File: src/hdl/fdts_pkg.sv
//------------------------------------------------------------------------------
// Frame delta time smoother package
// Field widths, register codes and fixed-point constants shared by the block.
//------------------------------------------------------------------------------
package fdts_pkg;

    // Field widths
    localparam int NOW_W        = 48;
    localparam int FRAME_W      = 32;
    localparam int GAME_TIME_W  = 48;
    localparam int DELTA_W      = 32;
    localparam int SMOOTH_W     = 40;
    localparam int WEIGHT_W     = 17;
    localparam int TIME_SCALE_W = 15;
    localparam int MAX_STEP_W   = 24;

    // Stream widths
    localparam int S_TDATA_W = 48;
    localparam int S_TUSER_W = 1;
    localparam int M_TDATA_W = FRAME_W + GAME_TIME_W + DELTA_W + SMOOTH_W;
    localparam int M_TUSER_W = 1;

    typedef logic [M_TDATA_W-1:0] m_tdata_t;

    // Default game time counter width
    localparam int TIME_BITS_DEF = 48;

    // Step limits, microseconds
    localparam logic [MAX_STEP_W-1:0] MIN_STEP_US     = 24'd10;
    localparam logic [MAX_STEP_W-1:0] STARTUP_STEP_US = 24'd20000;

    // Register reset values
    localparam logic [TIME_SCALE_W-1:0] TIME_SCALE_RST = 15'd256;
    localparam logic [MAX_STEP_W-1:0]   MAX_STEP_RST   = 24'd333333;

    // Configuration port
    localparam int CFG_ADDR_W = 2;
    localparam int CFG_DATA_W = 24;
    typedef logic [CFG_ADDR_W-1:0] cfg_addr_t;
    localparam cfg_addr_t CFG_TIME_SCALE = 2'd0;
    localparam cfg_addr_t CFG_MAX_STEP   = 2'd1;
    localparam cfg_addr_t CFG_PAUSED     = 2'd2;

    // Command codes (tuser on the input side)
    localparam logic CMD_TICK  = 1'b0;
    localparam logic CMD_RESET = 1'b1;

    // Shared multiplier: 24 x 20 -> 44
    localparam int MUL_B_W = 20;
    localparam int PROD_W  = MAX_STEP_W + MUL_B_W;
    localparam logic [PROD_W-1:0] SCALE_ROUND = 44'd128;
    localparam int SCALE_SHIFT = 8;

    // Weight update: floor((4w + 65538) / 5) = (num * 838861) >> 22
    localparam int WNUM_W = 19;
    localparam logic [WNUM_W-1:0]  WEIGHT_BIAS  = 19'd65538;
    localparam logic [MUL_B_W-1:0] RECIP5       = 20'd838861;
    localparam int RECIP5_SHIFT = 22;

    // Smoothing divider: (mag << 16 + div/2) / div, radix 4 restoring
    localparam int FRAC_W       = 16;
    localparam int DIV_W        = 19;
    localparam int NUM_W        = 58;
    localparam int DIV_BITS_CYC = 2;
    localparam int DIV_CYCLES   = NUM_W / DIV_BITS_CYC;
    localparam int CNT_W        = $clog2(DIV_CYCLES);

endpackage

File: src/hdl/frame_delta_time_smoother_unit.sv
//------------------------------------------------------------------------------
// Frame delta time smoother
// Flow: a tick passes the raw delta, clamp / pause selection, time scaling,
//   weight update and smoothing states; the startup tick skips the raw
//   delta and selection, a reset command or the first tick after it goes
//   straight to the output register.
// Items: one at a time; a new input word is taken only in the idle state.
//   The smoothing step is a radix-4 restoring divider, one shared 24x20
//   multiplier does the time scaling and the weight update. A stalled result
//   word holds the next item in the final state until the word is taken.
// Reset: aresetn is synchronous, active low; clears all timing state and
//   returns the configuration registers to their defaults.
//------------------------------------------------------------------------------
module frame_delta_time_smoother_unit #(
    parameter int TIME_BITS = fdts_pkg::TIME_BITS_DEF
) (
    input  logic                               aclk,
    input  logic                               aresetn,
    // Input words
    input  logic                               s_tvalid,
    output logic                               s_tready,
    input  logic [fdts_pkg::S_TDATA_W-1:0]     s_tdata,   // [47:0] now_us
    input  logic [fdts_pkg::S_TUSER_W-1:0]     s_tuser,   // [0] command
    // Result words
    output logic                               m_tvalid,
    input  logic                               m_tready,
    // [31:0] frame_number, [79:32] game_time_us, [111:80] delta_us,
    // [151:112] smooth_delta
    output logic [fdts_pkg::M_TDATA_W-1:0]     m_tdata,
    output logic [fdts_pkg::M_TUSER_W-1:0]     m_tuser,   // [0] time_advanced
    // Configuration writes
    input  logic                               cfg_wr_en,
    input  logic [fdts_pkg::CFG_ADDR_W-1:0]    cfg_addr,
    input  logic [fdts_pkg::CFG_DATA_W-1:0]    cfg_wdata
);

    localparam int MSW = fdts_pkg::MAX_STEP_W;
    localparam int TSW = fdts_pkg::TIME_SCALE_W;
    localparam int PW  = fdts_pkg::PROD_W;
    localparam int DW  = fdts_pkg::DIV_W;
    localparam int NW  = fdts_pkg::NUM_W;
    localparam int SW  = fdts_pkg::SMOOTH_W;

    // Sequencer codes
    localparam logic [3:0] ST_IDLE  = 4'd0;   // waiting for a word
    localparam logic [3:0] ST_RAW1  = 4'd1;   // now - zero offset
    localparam logic [3:0] ST_RAW2  = 4'd2;   // ... - game time = raw delta
    localparam logic [3:0] ST_SEL   = 4'd3;   // clamp / pause selection
    localparam logic [3:0] ST_MUL   = 4'd4;   // step * time_scale
    localparam logic [3:0] ST_ADV   = 4'd5;   // round, advance game time
    localparam logic [3:0] ST_WMUL  = 4'd6;   // (4w + bias) * 1/5
    localparam logic [3:0] ST_WSET  = 4'd7;   // new weight
    localparam logic [3:0] ST_DMAG  = 4'd8;   // divisor, target - smoothed
    localparam logic [3:0] ST_DABS  = 4'd9;   // magnitude
    localparam logic [3:0] ST_DLOAD = 4'd10;  // dividend with rounding term
    localparam logic [3:0] ST_DIV   = 4'd11;  // two quotient bits a cycle
    localparam logic [3:0] ST_DFIX  = 4'd12;  // cap and apply correction
    localparam logic [3:0] ST_FIN   = 4'd13;  // load output register

    // Sequencer
    logic [3:0]                         state_reg, state_next;
    logic [fdts_pkg::CNT_W-1:0]         cnt_reg, cnt_next;

    // Configuration
    logic [TSW-1:0]                     time_scale_reg, time_scale_next;
    logic [MSW-1:0]                     max_step_reg, max_step_next;
    logic                               paused_reg, paused_next;

    // Timing state
    logic [fdts_pkg::FRAME_W-1:0]       frame_cnt_reg, frame_cnt_next;
    logic                               after_rst_reg, after_rst_next;
    logic                               startup_reg, startup_next;
    logic [TIME_BITS-1:0]               frame_time_reg, frame_time_next;
    logic [fdts_pkg::DELTA_W-1:0]       step_reg, step_next;
    logic [SW-1:0]                      smooth_reg, smooth_next;
    logic [fdts_pkg::WEIGHT_W-1:0]      weight_reg, weight_next;
    logic [TIME_BITS-1:0]               zero_ofs_reg, zero_ofs_next;

    // Per-item working registers
    logic [TIME_BITS-1:0]               now_reg, now_next;
    logic [TIME_BITS-1:0]               raw_reg, raw_next;
    logic [MSW-1:0]                     x_reg, x_next;
    logic                               zero_w_reg, zero_w_next;
    logic                               adv_reg, adv_next;
    logic [PW-1:0]                      prod_reg, prod_next;
    logic [SW:0]                        diff_reg, diff_next;
    logic [SW-1:0]                      mag_reg, mag_next;
    logic [DW-1:0]                      div_reg, div_next;
    logic [NW-1:0]                      num_reg, num_next;
    logic [DW-1:0]                      rem_reg, rem_next;

    // Output register
    logic                               m_tvalid_reg, m_tvalid_next;
    fdts_pkg::m_tdata_t                 m_tdata_reg, m_tdata_next;
    logic [fdts_pkg::M_TUSER_W-1:0]     m_tuser_reg, m_tuser_next;

    // Shared multiplier operands
    logic [MSW-1:0]                     mul_a;
    logic [fdts_pkg::MUL_B_W-1:0]       mul_b;
    logic [fdts_pkg::WNUM_W-1:0]        wnum;

    // Divider step results
    logic [DW-1:0]                      rem_step;
    logic [NW-1:0]                      num_step;

    // Misc combinational helpers
    logic [fdts_pkg::FRAME_W-1:0]       frame_inc;
    logic [fdts_pkg::DELTA_W-1:0]       inc;
    logic [SW-1:0]                      q_cap;

    assign s_tready = (state_reg == ST_IDLE);
    assign m_tvalid = m_tvalid_reg;
    assign m_tdata  = m_tdata_reg;
    assign m_tuser  = m_tuser_reg;

    // 4w + 65538, at most 327682
    assign wnum = {weight_reg, 2'b00} + fdts_pkg::WEIGHT_BIAS;

    // Weight update borrows the multiplier; every other use is step * scale
    always_comb begin
        if (state_reg == ST_WMUL) begin
            mul_a = MSW'(wnum);
            mul_b = fdts_pkg::RECIP5;
        end else begin
            mul_a = x_reg;
            mul_b = fdts_pkg::MUL_B_W'(time_scale_reg);
        end
    end

    // Round-to-nearest Q7.8 scaling; fits 32 bits for any 24-bit step
    assign inc = fdts_pkg::DELTA_W'((prod_reg + fdts_pkg::SCALE_ROUND) >>
                                    fdts_pkg::SCALE_SHIFT);

    assign frame_inc = frame_cnt_reg + 1'b1;

    // Quotient never needs to pass the magnitude
    assign q_cap = (num_reg > NW'(mag_reg)) ? mag_reg : num_reg[SW-1:0];

    // Restoring divider, two bits per cycle
    always_comb begin : div_step
        logic [DW:0]   rs;
        logic [DW-1:0] r;
        logic [NW-1:0] n;
        r  = rem_reg;
        n  = num_reg;
        rs = '0;
        for (int i = 0; i < fdts_pkg::DIV_BITS_CYC; i++) begin
            rs = {r, n[NW-1]};
            n  = {n[NW-2:0], 1'b0};
            if (rs >= {1'b0, div_reg}) begin
                rs   = rs - {1'b0, div_reg};
                n[0] = 1'b1;
            end
            r = rs[DW-1:0];
        end
        rem_step = r;
        num_step = n;
    end

    // Sequencer and datapath next state
    always_comb begin
        state_next      = state_reg;
        cnt_next        = cnt_reg;
        time_scale_next = time_scale_reg;
        max_step_next   = max_step_reg;
        paused_next     = paused_reg;
        frame_cnt_next  = frame_cnt_reg;
        after_rst_next  = after_rst_reg;
        startup_next    = startup_reg;
        frame_time_next = frame_time_reg;
        step_next       = step_reg;
        smooth_next     = smooth_reg;
        weight_next     = weight_reg;
        zero_ofs_next   = zero_ofs_reg;
        now_next        = now_reg;
        raw_next        = raw_reg;
        x_next          = x_reg;
        zero_w_next     = zero_w_reg;
        adv_next        = adv_reg;
        prod_next       = prod_reg;
        diff_next       = diff_reg;
        mag_next        = mag_reg;
        div_next        = div_reg;
        num_next        = num_reg;
        rem_next        = rem_reg;
        m_tvalid_next   = m_tvalid_reg && !m_tready;
        m_tdata_next    = m_tdata_reg;
        m_tuser_next    = m_tuser_reg;

        // Register writes; the user must make them only while idle, unchecked by the block
        if (cfg_wr_en) begin
            unique case (cfg_addr)
                fdts_pkg::CFG_TIME_SCALE: time_scale_next = cfg_wdata[TSW-1:0];
                fdts_pkg::CFG_MAX_STEP:   max_step_next   = cfg_wdata[MSW-1:0];
                fdts_pkg::CFG_PAUSED:     paused_next     = cfg_wdata[0];
                default: ;
            endcase
        end

        unique case (state_reg)
            ST_IDLE: begin
                if (s_tvalid) begin
                    now_next = TIME_BITS'(s_tdata);
                    adv_next = 1'b0;
                    if (s_tuser[0] == fdts_pkg::CMD_RESET) begin
                        // clear everything, resync to this clock reading
                        paused_next     = 1'b0;
                        frame_cnt_next  = '0;
                        after_rst_next  = 1'b1;
                        startup_next    = 1'b1;
                        frame_time_next = '0;
                        step_next       = '0;
                        smooth_next     = '0;
                        weight_next     = '0;
                        zero_ofs_next   = TIME_BITS'(s_tdata);
                        state_next      = ST_FIN;
                    end else begin
                        // frame count skips zero
                        frame_cnt_next = (frame_inc == '0) ?
                                         fdts_pkg::FRAME_W'(1) : frame_inc;
                        if (after_rst_reg) begin
                            after_rst_next = 1'b0;
                            state_next     = ST_FIN;
                        end else if (startup_reg) begin
                            startup_next = 1'b0;
                            x_next       = fdts_pkg::STARTUP_STEP_US;
                            zero_w_next  = 1'b1;
                            adv_next     = 1'b1;
                            state_next   = ST_MUL;
                        end else begin
                            adv_next   = 1'b1;
                            state_next = ST_RAW1;
                        end
                    end
                end
            end
            ST_RAW1: begin
                raw_next   = now_reg - zero_ofs_reg;
                state_next = ST_RAW2;
            end
            ST_RAW2: begin
                raw_next   = raw_reg - frame_time_reg;
                state_next = ST_SEL;
            end
            ST_SEL: begin
                // raw is signed; the clamps take precedence over pause
                zero_w_next = 1'b0;
                if (!raw_reg[TIME_BITS-1] && raw_reg > TIME_BITS'(max_step_reg)) begin
                    x_next = max_step_reg;
                end else if (raw_reg[TIME_BITS-1] ||
                             raw_reg < TIME_BITS'(fdts_pkg::MIN_STEP_US)) begin
                    x_next = fdts_pkg::MIN_STEP_US;
                end else if (paused_reg) begin
                    x_next      = '0;
                    zero_w_next = 1'b1;
                end else begin
                    // scale 256 reproduces raw exactly through the rounding
                    x_next = raw_reg[MSW-1:0];
                end
                state_next = ST_MUL;
            end
            ST_MUL: begin
                prod_next  = mul_a * mul_b;
                state_next = ST_ADV;
            end
            ST_ADV: begin
                step_next       = inc;
                frame_time_next = frame_time_reg + TIME_BITS'(inc);
                state_next      = ST_WMUL;
            end
            ST_WMUL: begin
                prod_next  = mul_a * mul_b;
                state_next = ST_WSET;
            end
            ST_WSET: begin
                weight_next = fdts_pkg::WEIGHT_W'(prod_reg >> fdts_pkg::RECIP5_SHIFT);
                state_next  = ST_DMAG;
            end
            ST_DMAG: begin
                div_next      = {weight_reg, 2'b00} + DW'(weight_reg);
                diff_next     = {1'b0, step_reg, 8'h00} - {1'b0, smooth_reg};
                zero_ofs_next = now_reg - frame_time_reg;
                state_next    = ST_DABS;
            end
            ST_DABS: begin
                mag_next   = diff_reg[SW] ? (~diff_reg[SW-1:0] + 1'b1) : diff_reg[SW-1:0];
                state_next = ST_DLOAD;
            end
            ST_DLOAD: begin
                num_next   = {mag_reg, {fdts_pkg::FRAC_W{1'b0}}} + NW'(div_reg >> 1);
                rem_next   = '0;
                cnt_next   = '0;
                state_next = ST_DIV;
            end
            ST_DIV: begin
                num_next = num_step;
                rem_next = rem_step;
                cnt_next = cnt_reg + 1'b1;
                if (cnt_reg == fdts_pkg::CNT_W'(fdts_pkg::DIV_CYCLES - 1)) begin
                    state_next = ST_DFIX;
                end
            end
            ST_DFIX: begin
                smooth_next = diff_reg[SW] ? (smooth_reg - q_cap) : (smooth_reg + q_cap);
                if (zero_w_reg) begin
                    weight_next = '0;
                end
                state_next = ST_FIN;
            end
            ST_FIN: begin
                // wait for the output slot to free up
                if (!m_tvalid_reg || m_tready) begin
                    m_tvalid_next = 1'b1;
                    m_tdata_next  = {smooth_reg, step_reg,
                                     fdts_pkg::GAME_TIME_W'(frame_time_reg),
                                     frame_cnt_reg};
                    m_tuser_next  = adv_reg;
                    state_next    = ST_IDLE;
                end
            end
            default: state_next = ST_IDLE;
        endcase
    end

    // Control and timing state
    always_ff @(posedge aclk) begin
        if (!aresetn) begin
            state_reg      <= ST_IDLE;
            cnt_reg        <= '0;
            time_scale_reg <= fdts_pkg::TIME_SCALE_RST;
            max_step_reg   <= fdts_pkg::MAX_STEP_RST;
            paused_reg     <= 1'b0;
            frame_cnt_reg  <= '0;
            after_rst_reg  <= 1'b1;
            startup_reg    <= 1'b1;
            frame_time_reg <= '0;
            step_reg       <= '0;
            smooth_reg     <= '0;
            weight_reg     <= '0;
            zero_ofs_reg   <= '0;
            zero_w_reg     <= 1'b0;
            adv_reg        <= 1'b0;
            m_tvalid_reg   <= 1'b0;
        end else begin
            state_reg      <= state_next;
            cnt_reg        <= cnt_next;
            time_scale_reg <= time_scale_next;
            max_step_reg   <= max_step_next;
            paused_reg     <= paused_next;
            frame_cnt_reg  <= frame_cnt_next;
            after_rst_reg  <= after_rst_next;
            startup_reg    <= startup_next;
            frame_time_reg <= frame_time_next;
            step_reg       <= step_next;
            smooth_reg     <= smooth_next;
            weight_reg     <= weight_next;
            zero_ofs_reg   <= zero_ofs_next;
            zero_w_reg     <= zero_w_next;
            adv_reg        <= adv_next;
            m_tvalid_reg   <= m_tvalid_next;
        end
    end

    // Working payload, no reset
    always_ff @(posedge aclk) begin
        now_reg     <= now_next;
        raw_reg     <= raw_next;
        x_reg       <= x_next;
        prod_reg    <= prod_next;
        diff_reg    <= diff_next;
        mag_reg     <= mag_next;
        div_reg     <= div_next;
        num_reg     <= num_next;
        rem_reg     <= rem_next;
        m_tdata_reg <= m_tdata_next;
        m_tuser_reg <= m_tuser_next;
    end

endmodule

File: config.mk
export PLATFORM = sky130hd
export DESIGN_NAME = frame_delta_time_smoother_unit
export DESIGN_NICKNAME = d
export VERILOG_FILES = /design/src/hdl/fdts_pkg.sv /design/src/hdl/frame_delta_time_smoother_unit.sv
export SDC_FILE = /design/constraint.sdc
export NUM_CORES = 2
export LEC_CHECK = 0
export ABC_CLOCK_PERIOD_IN_PS = 11550
export BUFFER_PORTS_ARGS = -buffer_cell sky130_fd_sc_hd__buf_4
export CORE_MARGIN = 2
export CORE_UTILIZATION = 64
export DETAILED_ROUTE_END_ITERATION = 12
export PLACE_DENSITY = 0.82
export SLEW_MARGIN = 15
export SYNTH_ARGS = -nofsm -noshare
export SYNTH_HDL_FRONTEND = slang
export SYNTH_SLANG_ARGS = --single-unit
export TNS_END_PERCENT = 10
File: constraint.sdc
create_clock -name aclk -period 11.55 [get_ports aclk]
set_input_delay 1.155 -clock aclk [delete_from_list [all_inputs] [get_ports aclk]]
set_output_delay 1.155 -clock aclk [all_outputs]
set_load 0.02 [all_outputs]
Word level (Yosys, flattened, before mapping). Index checks and enable logic that the tools add are counted.

Logic and storage cells: 170. Output and inout bits: 155. Register bits: 761.

Multipliers: 1. Eq/ne operators: 25. Add/subtract/negate cells: 16. Reduce and logical (&&, ||, !) cells: 29. Magnitude comparators: 5. Mux-type cells: 66. Bitwise operators: 1.

Operators with widths (number): 48-bit one-hot mux with 2 select lines (3); 40-bit two-way mux (5); 24-bit two-way mux (8); 48-bit two-way mux (4); 48-bit subtractor (3); 32-bit two-way mux (4); 58-bit one-hot mux with 2 select lines (1); 40-bit one-hot mux with 2 select lines (1); 32-bit one-hot mux with 2 select lines (1); 58-bit by 40-bit greater-than comparator with 1-bit output (1); 56-bit by 18-bit adder with 57-bit output (1); 4-bit one-hot mux with 14 select lines (1); 17-bit two-way mux (3); 17-bit one-hot mux with 3 select lines (1); 48-bit by 32-bit adder with 48-bit output (1); 48-bit by 24-bit greater-than comparator with 1-bit output (1); 48-bit by 4-bit < comparator with 1-bit output, second input constant (1); 24-bit one-hot mux with 2 select lines (1); 40-bit by 40-bit subtractor with 41-bit output (1); 40-bit by 1-bit adder with 40-bit output, second input constant (1); 40-bit adder (1); 40-bit by 8-bit adder with 40-bit output, second input constant (1); 20-bit by 19-bit greater-or-equal comparator with 1-bit output (2); 24-bit by 20-bit multiplier with 40-bit output (1); other kinds (37) (95).

Longest topological paths before layout.
Depth after elaboration: 6. Mapped depth: 36. Gate-level depth less buffers: 33.

Least setup slack after synthesis. OpenSTA, ideal clock, no wires.

Path kind: input-to-reg. Start point: input m_tready. End point: register m_tdata_reg[0], in the netlist m_tdata[0], enable pin. Path buffers: 0. Setup time: 0.684 ns. Data required time: 10.866 ns. Data arrival time: 8.023 ns. Setup slack: 2.843 ns. Stages on the path: 2. Path through: nand2b_1 -> nor2b_1.

Word-level cells in the longest chain between the ends: 2.

Ends and longest elaborated chain: from (decl) (RTL line frame_delta_time_smoother_unit.sv:26) `input logic m_tready,`; 1-bit logical OR (RTL line frame_delta_time_smoother_unit.sv:312) `if (!m_tvalid_reg || m_tready) begin`; 2-bit AND reduction (no line); to (signal assigned) (RTL line frame_delta_time_smoother_unit.sv:375) `m_tdata_reg <= m_tdata_next;`; to (decl) (RTL line frame_delta_time_smoother_unit.sv:94) `fdts_pkg::m_tdata_t m_tdata_reg, m_tdata_next;`.

Every way passes these cells. A chain may end at the register's enable or synchronous reset.

Worst setup path after layout.
Start point: register state_reg[3]. End point: register prod_reg[39] (data pin).

Word-level cells in the longest chain between the ends: 3. Elaborated cells between the ends (all ways): 4. Those cells by class: 1 x mul; 1 x eq/ne; 2 x mux.

Ends and longest elaborated chain: from (decl) (RTL line frame_delta_time_smoother_unit.sv:61) `logic [3:0] state_reg, state_next;`; from (signal assigned) (RTL line frame_delta_time_smoother_unit.sv:345) `state_reg <= state_next;`; 4-bit by 3-bit == test with 1-bit output (*) (RTL line frame_delta_time_smoother_unit.sv:121, frame_delta_time_smoother_unit.sv:200); 24-bit two-way mux / 20-bit two-way mux (equally long branches) (RTL line frame_delta_time_smoother_unit.sv:121) `if (state_reg == ST_WMUL) begin`; 24-bit by 20-bit multiplier with 40-bit output (*) (RTL line frame_delta_time_smoother_unit.sv:263, frame_delta_time_smoother_unit.sv:272); to (signal assigned) (RTL line frame_delta_time_smoother_unit.sv:369) `prod_reg <= prod_next;`; to (decl) (RTL line frame_delta_time_smoother_unit.sv:85) `logic [PW-1:0] prod_reg, prod_next;`.

Every way passes the cells marked *; elsewhere a longest branch is shown, timed or not.

==> flow_metrics.env <==
export IMPL_synth_top_cell_area_share=0.2330
export IMPL_synth_cell_area_sq_mm=0.06226
export IMPL_rows=114
export IMPL_dp_cells=8041
export IMPL_clock_sinks=754
export IMPL_drc=0
export IMPL_tns_ns=0
export IMPL_cts_resized_gates=0
export IMPL_slowest_stage="dfxtp_1"
export IMPL_ys_warnings_count=0
export IMPL_drt_iter0_markers=4967
export IMPL_pin_count=235
export IMPL_synth_seq_area_share=0.3201
export IMPL_critPathMaxStageDelay_ns=0.82
export IMPL_synthArstFlopShare=0
export IMPL_hold_viol_final=0
export IMPL_power_density_mw_per_mm2=235.0
export IMPL_grt_antenna_before_repair=5
export IMPL_syn_area_per_cell_sq_um=9.266
export IMPL_gr_usage_all_layers=0.3653
export IMPL_drt_pass1_iter_count=8
export IMPL_final_antenna_net_count=0
export IMPL_slew_viol_final=0
export IMPL_wl_um=184000
export IMPL_die_h_um=315.9
export IMPL_cts_tree="yes"
export IMPL_grt_pass1_vias=49750
export IMPL_cp_data_required_time_ns=11.97
export IMPL_p_total_uw=16010
export IMPL_gp_congestion=1.019
export IMPL_overflow=0
export IMPL_largest_reg_flops=152
export IMPL_synth_top_cells_by_area="edfxtp_1 23%, fa_1 11%, ha_1 11%"
export IMPL_dieArea_sq_mm=0.09979
export IMPL_avgViaCountPerCell=6.237
export IMPL_critical_path_arrival_ns=11.01
export IMPL_io_buffers=234
export IMPL_rr_startpoint="state_reg[3]"
export IMPL_slew_limit_headroom=0.09307
export IMPL_clock_skew_ns=0.03571
export IMPL_synth_cells=6719
export IMPL_ys_flop_type="edfxtp_1"
export IMPL_synthTopCellsByCount="715 x inv_1, 565 x nand2_1, 538 x ha_1"
export IMPL_hold_class="register to register"
export IMPL_vias=51180
export IMPL_syn2layout_area_growth_pct=9.417
export IMPL_dpl_instance_area_sq_mm=0.06522
export IMPL_critPathKind="register to register"
export IMPL_start_util=0.6448
export IMPL_fin_crit_sh=0.9169
export IMPL_synthDistinctLibCells=93
export IMPL_fillers=7406
export IMPL_dp_hpwl_um=142000
export IMPL_grt_pass1_wl_um=281900
export IMPL_finish_instance_area_sq_mm=0.06812
export IMPL_p_leak_uw=0.02970
export IMPL_grt_setup_unrepaired="no"
export IMPL_final_setup_viol_count=0
export IMPL_cts_buffers=85
export IMPL_cts_clk_slew_worst_paths_ns=0.06
export IMPL_cp_max_fo=70
export IMPL_worstHoldStart="diff_reg[0]"
export IMPL_start_kind="register"
export IMPL_instances_no_fill=8206
export IMPL_synth_area_leader_cell="edfxtp_1"
export IMPL_status="finished clean"
export IMPL_fin_nets=7821
export IMPL_path_common_cell="fa_1"
export IMPL_critPathLaunch="state_reg[3]"
export IMPL_ctsLongestPathBuffers=3
export IMPL_insertion_delay_ns=0.70
export IMPL_synth_seq_cells=754
export IMPL_dieWidth_um=315.9
export IMPL_core_sq_mm=0.09657
export IMPL_drive_gt1_frac=0.07826
export IMPL_grt_max_degree=107
export IMPL_synth_most_common_cell="inv_1"
export IMPL_cts_setup_buffers=0
export IMPL_synth_edf_count=483
export IMPL_final_min_clock_period_ns=10.59
export IMPL_drv_cap=0
export IMPL_crit_path_end_kind="register"
export IMPL_htree_levels=3
export IMPL_tightest_slew_ns=1.351
export IMPL_ir_worst_vdd_v=0.0001655
export IMPL_ctsHoldBuffers=0
export IMPL_maxClockFrequency_ghz=0.09442
export IMPL_routedWlPerCell_um=22.42
export IMPL_whs_ns=0.4333
export IMPL_cts_root_buf="clkbuf_16"
[worst max-delay path, delay by kind of cell (launching register included)]
family | cells | cell delay, ns
AO/OA/AOI/OAI | 9 | 2.52
XOR/XNOR | 1 | 0.07
adder cells (fa/ha/maj) | 8 | 3.97
buffers and inverters | 5 | 0.76
flip-flops | 1 | 0.82
AND/OR/NAND/NOR | 7 | 2.09
[area by class of cell]
class | count | area, sq um | share of cell area
Antenna cell | 4 | 10.01 | 0.0001469
Clock buffer | 124 | 2480 | 0.03640
Clock inverter | 36 | 394.1 | 0.005785
Inverter | 718 | 2698 | 0.03960
Multi-Input combinational cell | 5005 | 38820 | 0.5698
Sequential cell | 754 | 19930 | 0.2925
Tap cell | 1276 | 1597 | 0.02344
Timing Repair Buffer | 289 | 2198 | 0.03227
[power breakdown]
part	internal [uW]	switching (uW)	leakage (uW)
combinational	3700	5210	0.0217
sequential	3760	559	0.00658
clock	1580	1200	0.00140
[per-stage QoR]
step	setup WS, ns	util
after floorplan	2.843	-
after global placement	1.388	0.6754
after detailed placement	1.115	0.6754
after CTS	1.096	0.7051
after global routing	0.4333	0.7055
final	0.9595	0.7055
[logic make-up after synthesis]
| logic type | count (synthesis) | synth area share |
|---|---|---|
| xor+xnor | 462 | 0.06499 |
| fa+ha+maj | 888 | 0.2207 |
| simple gates | 2056 | 0.1621 |
| mux | 114 | 0.01869 |
| other cells | 2 | 0.0001206 |
| compound gates | 1474 | 0.1547 |
| flops | 754 | 0.3201 |
| buf+inv | 969 | 0.05868 |
[per-layer routing]
metal / GRT usage / wire length [um] / share of wire / up-vias
met2: 0.5712 / 82310 / 0.45 / 2346
met5: 0 / 15 / 0.000082 / -
met1: 0.4735 / 73080 / 0.40 / 24620
met3: 0.08776 / 17940 / 0.097 / 468
met4: 0.1888 / 10670 / 0.058 / 2
li1: - / - / - / 23740
[cells in the final DEF, fill, tap and decap left out, types with 105 or more instances in the layout]
cell / count
inv_1: 714
nand2_1: 564
ha_1: 538
edfxtp_1: 483
nor2_1: 459
a21oi_1: 373
fa_1: 350
o21ai_0: 313
xnor2_1: 306
buf_4: 286
dfxtp_1: 271
nand3_1: 186
a21o_1: 175
and3_1: 174
xor2_1: 156
nor2b_1: 142
nor3_1: 105
[path summary, 6_finish.rpt]
check                                    end  slack, ns  cells after the start
worst max-delay path            prod_reg[39]       0.96                     30
worst min-delay path              mag_reg[0]       0.43                      0
worst max register to register  prod_reg[39]       0.96                     30
worst min register to register    mag_reg[0]       0.43                      0
Note: power is estimated with default switching activity, not from simulation.
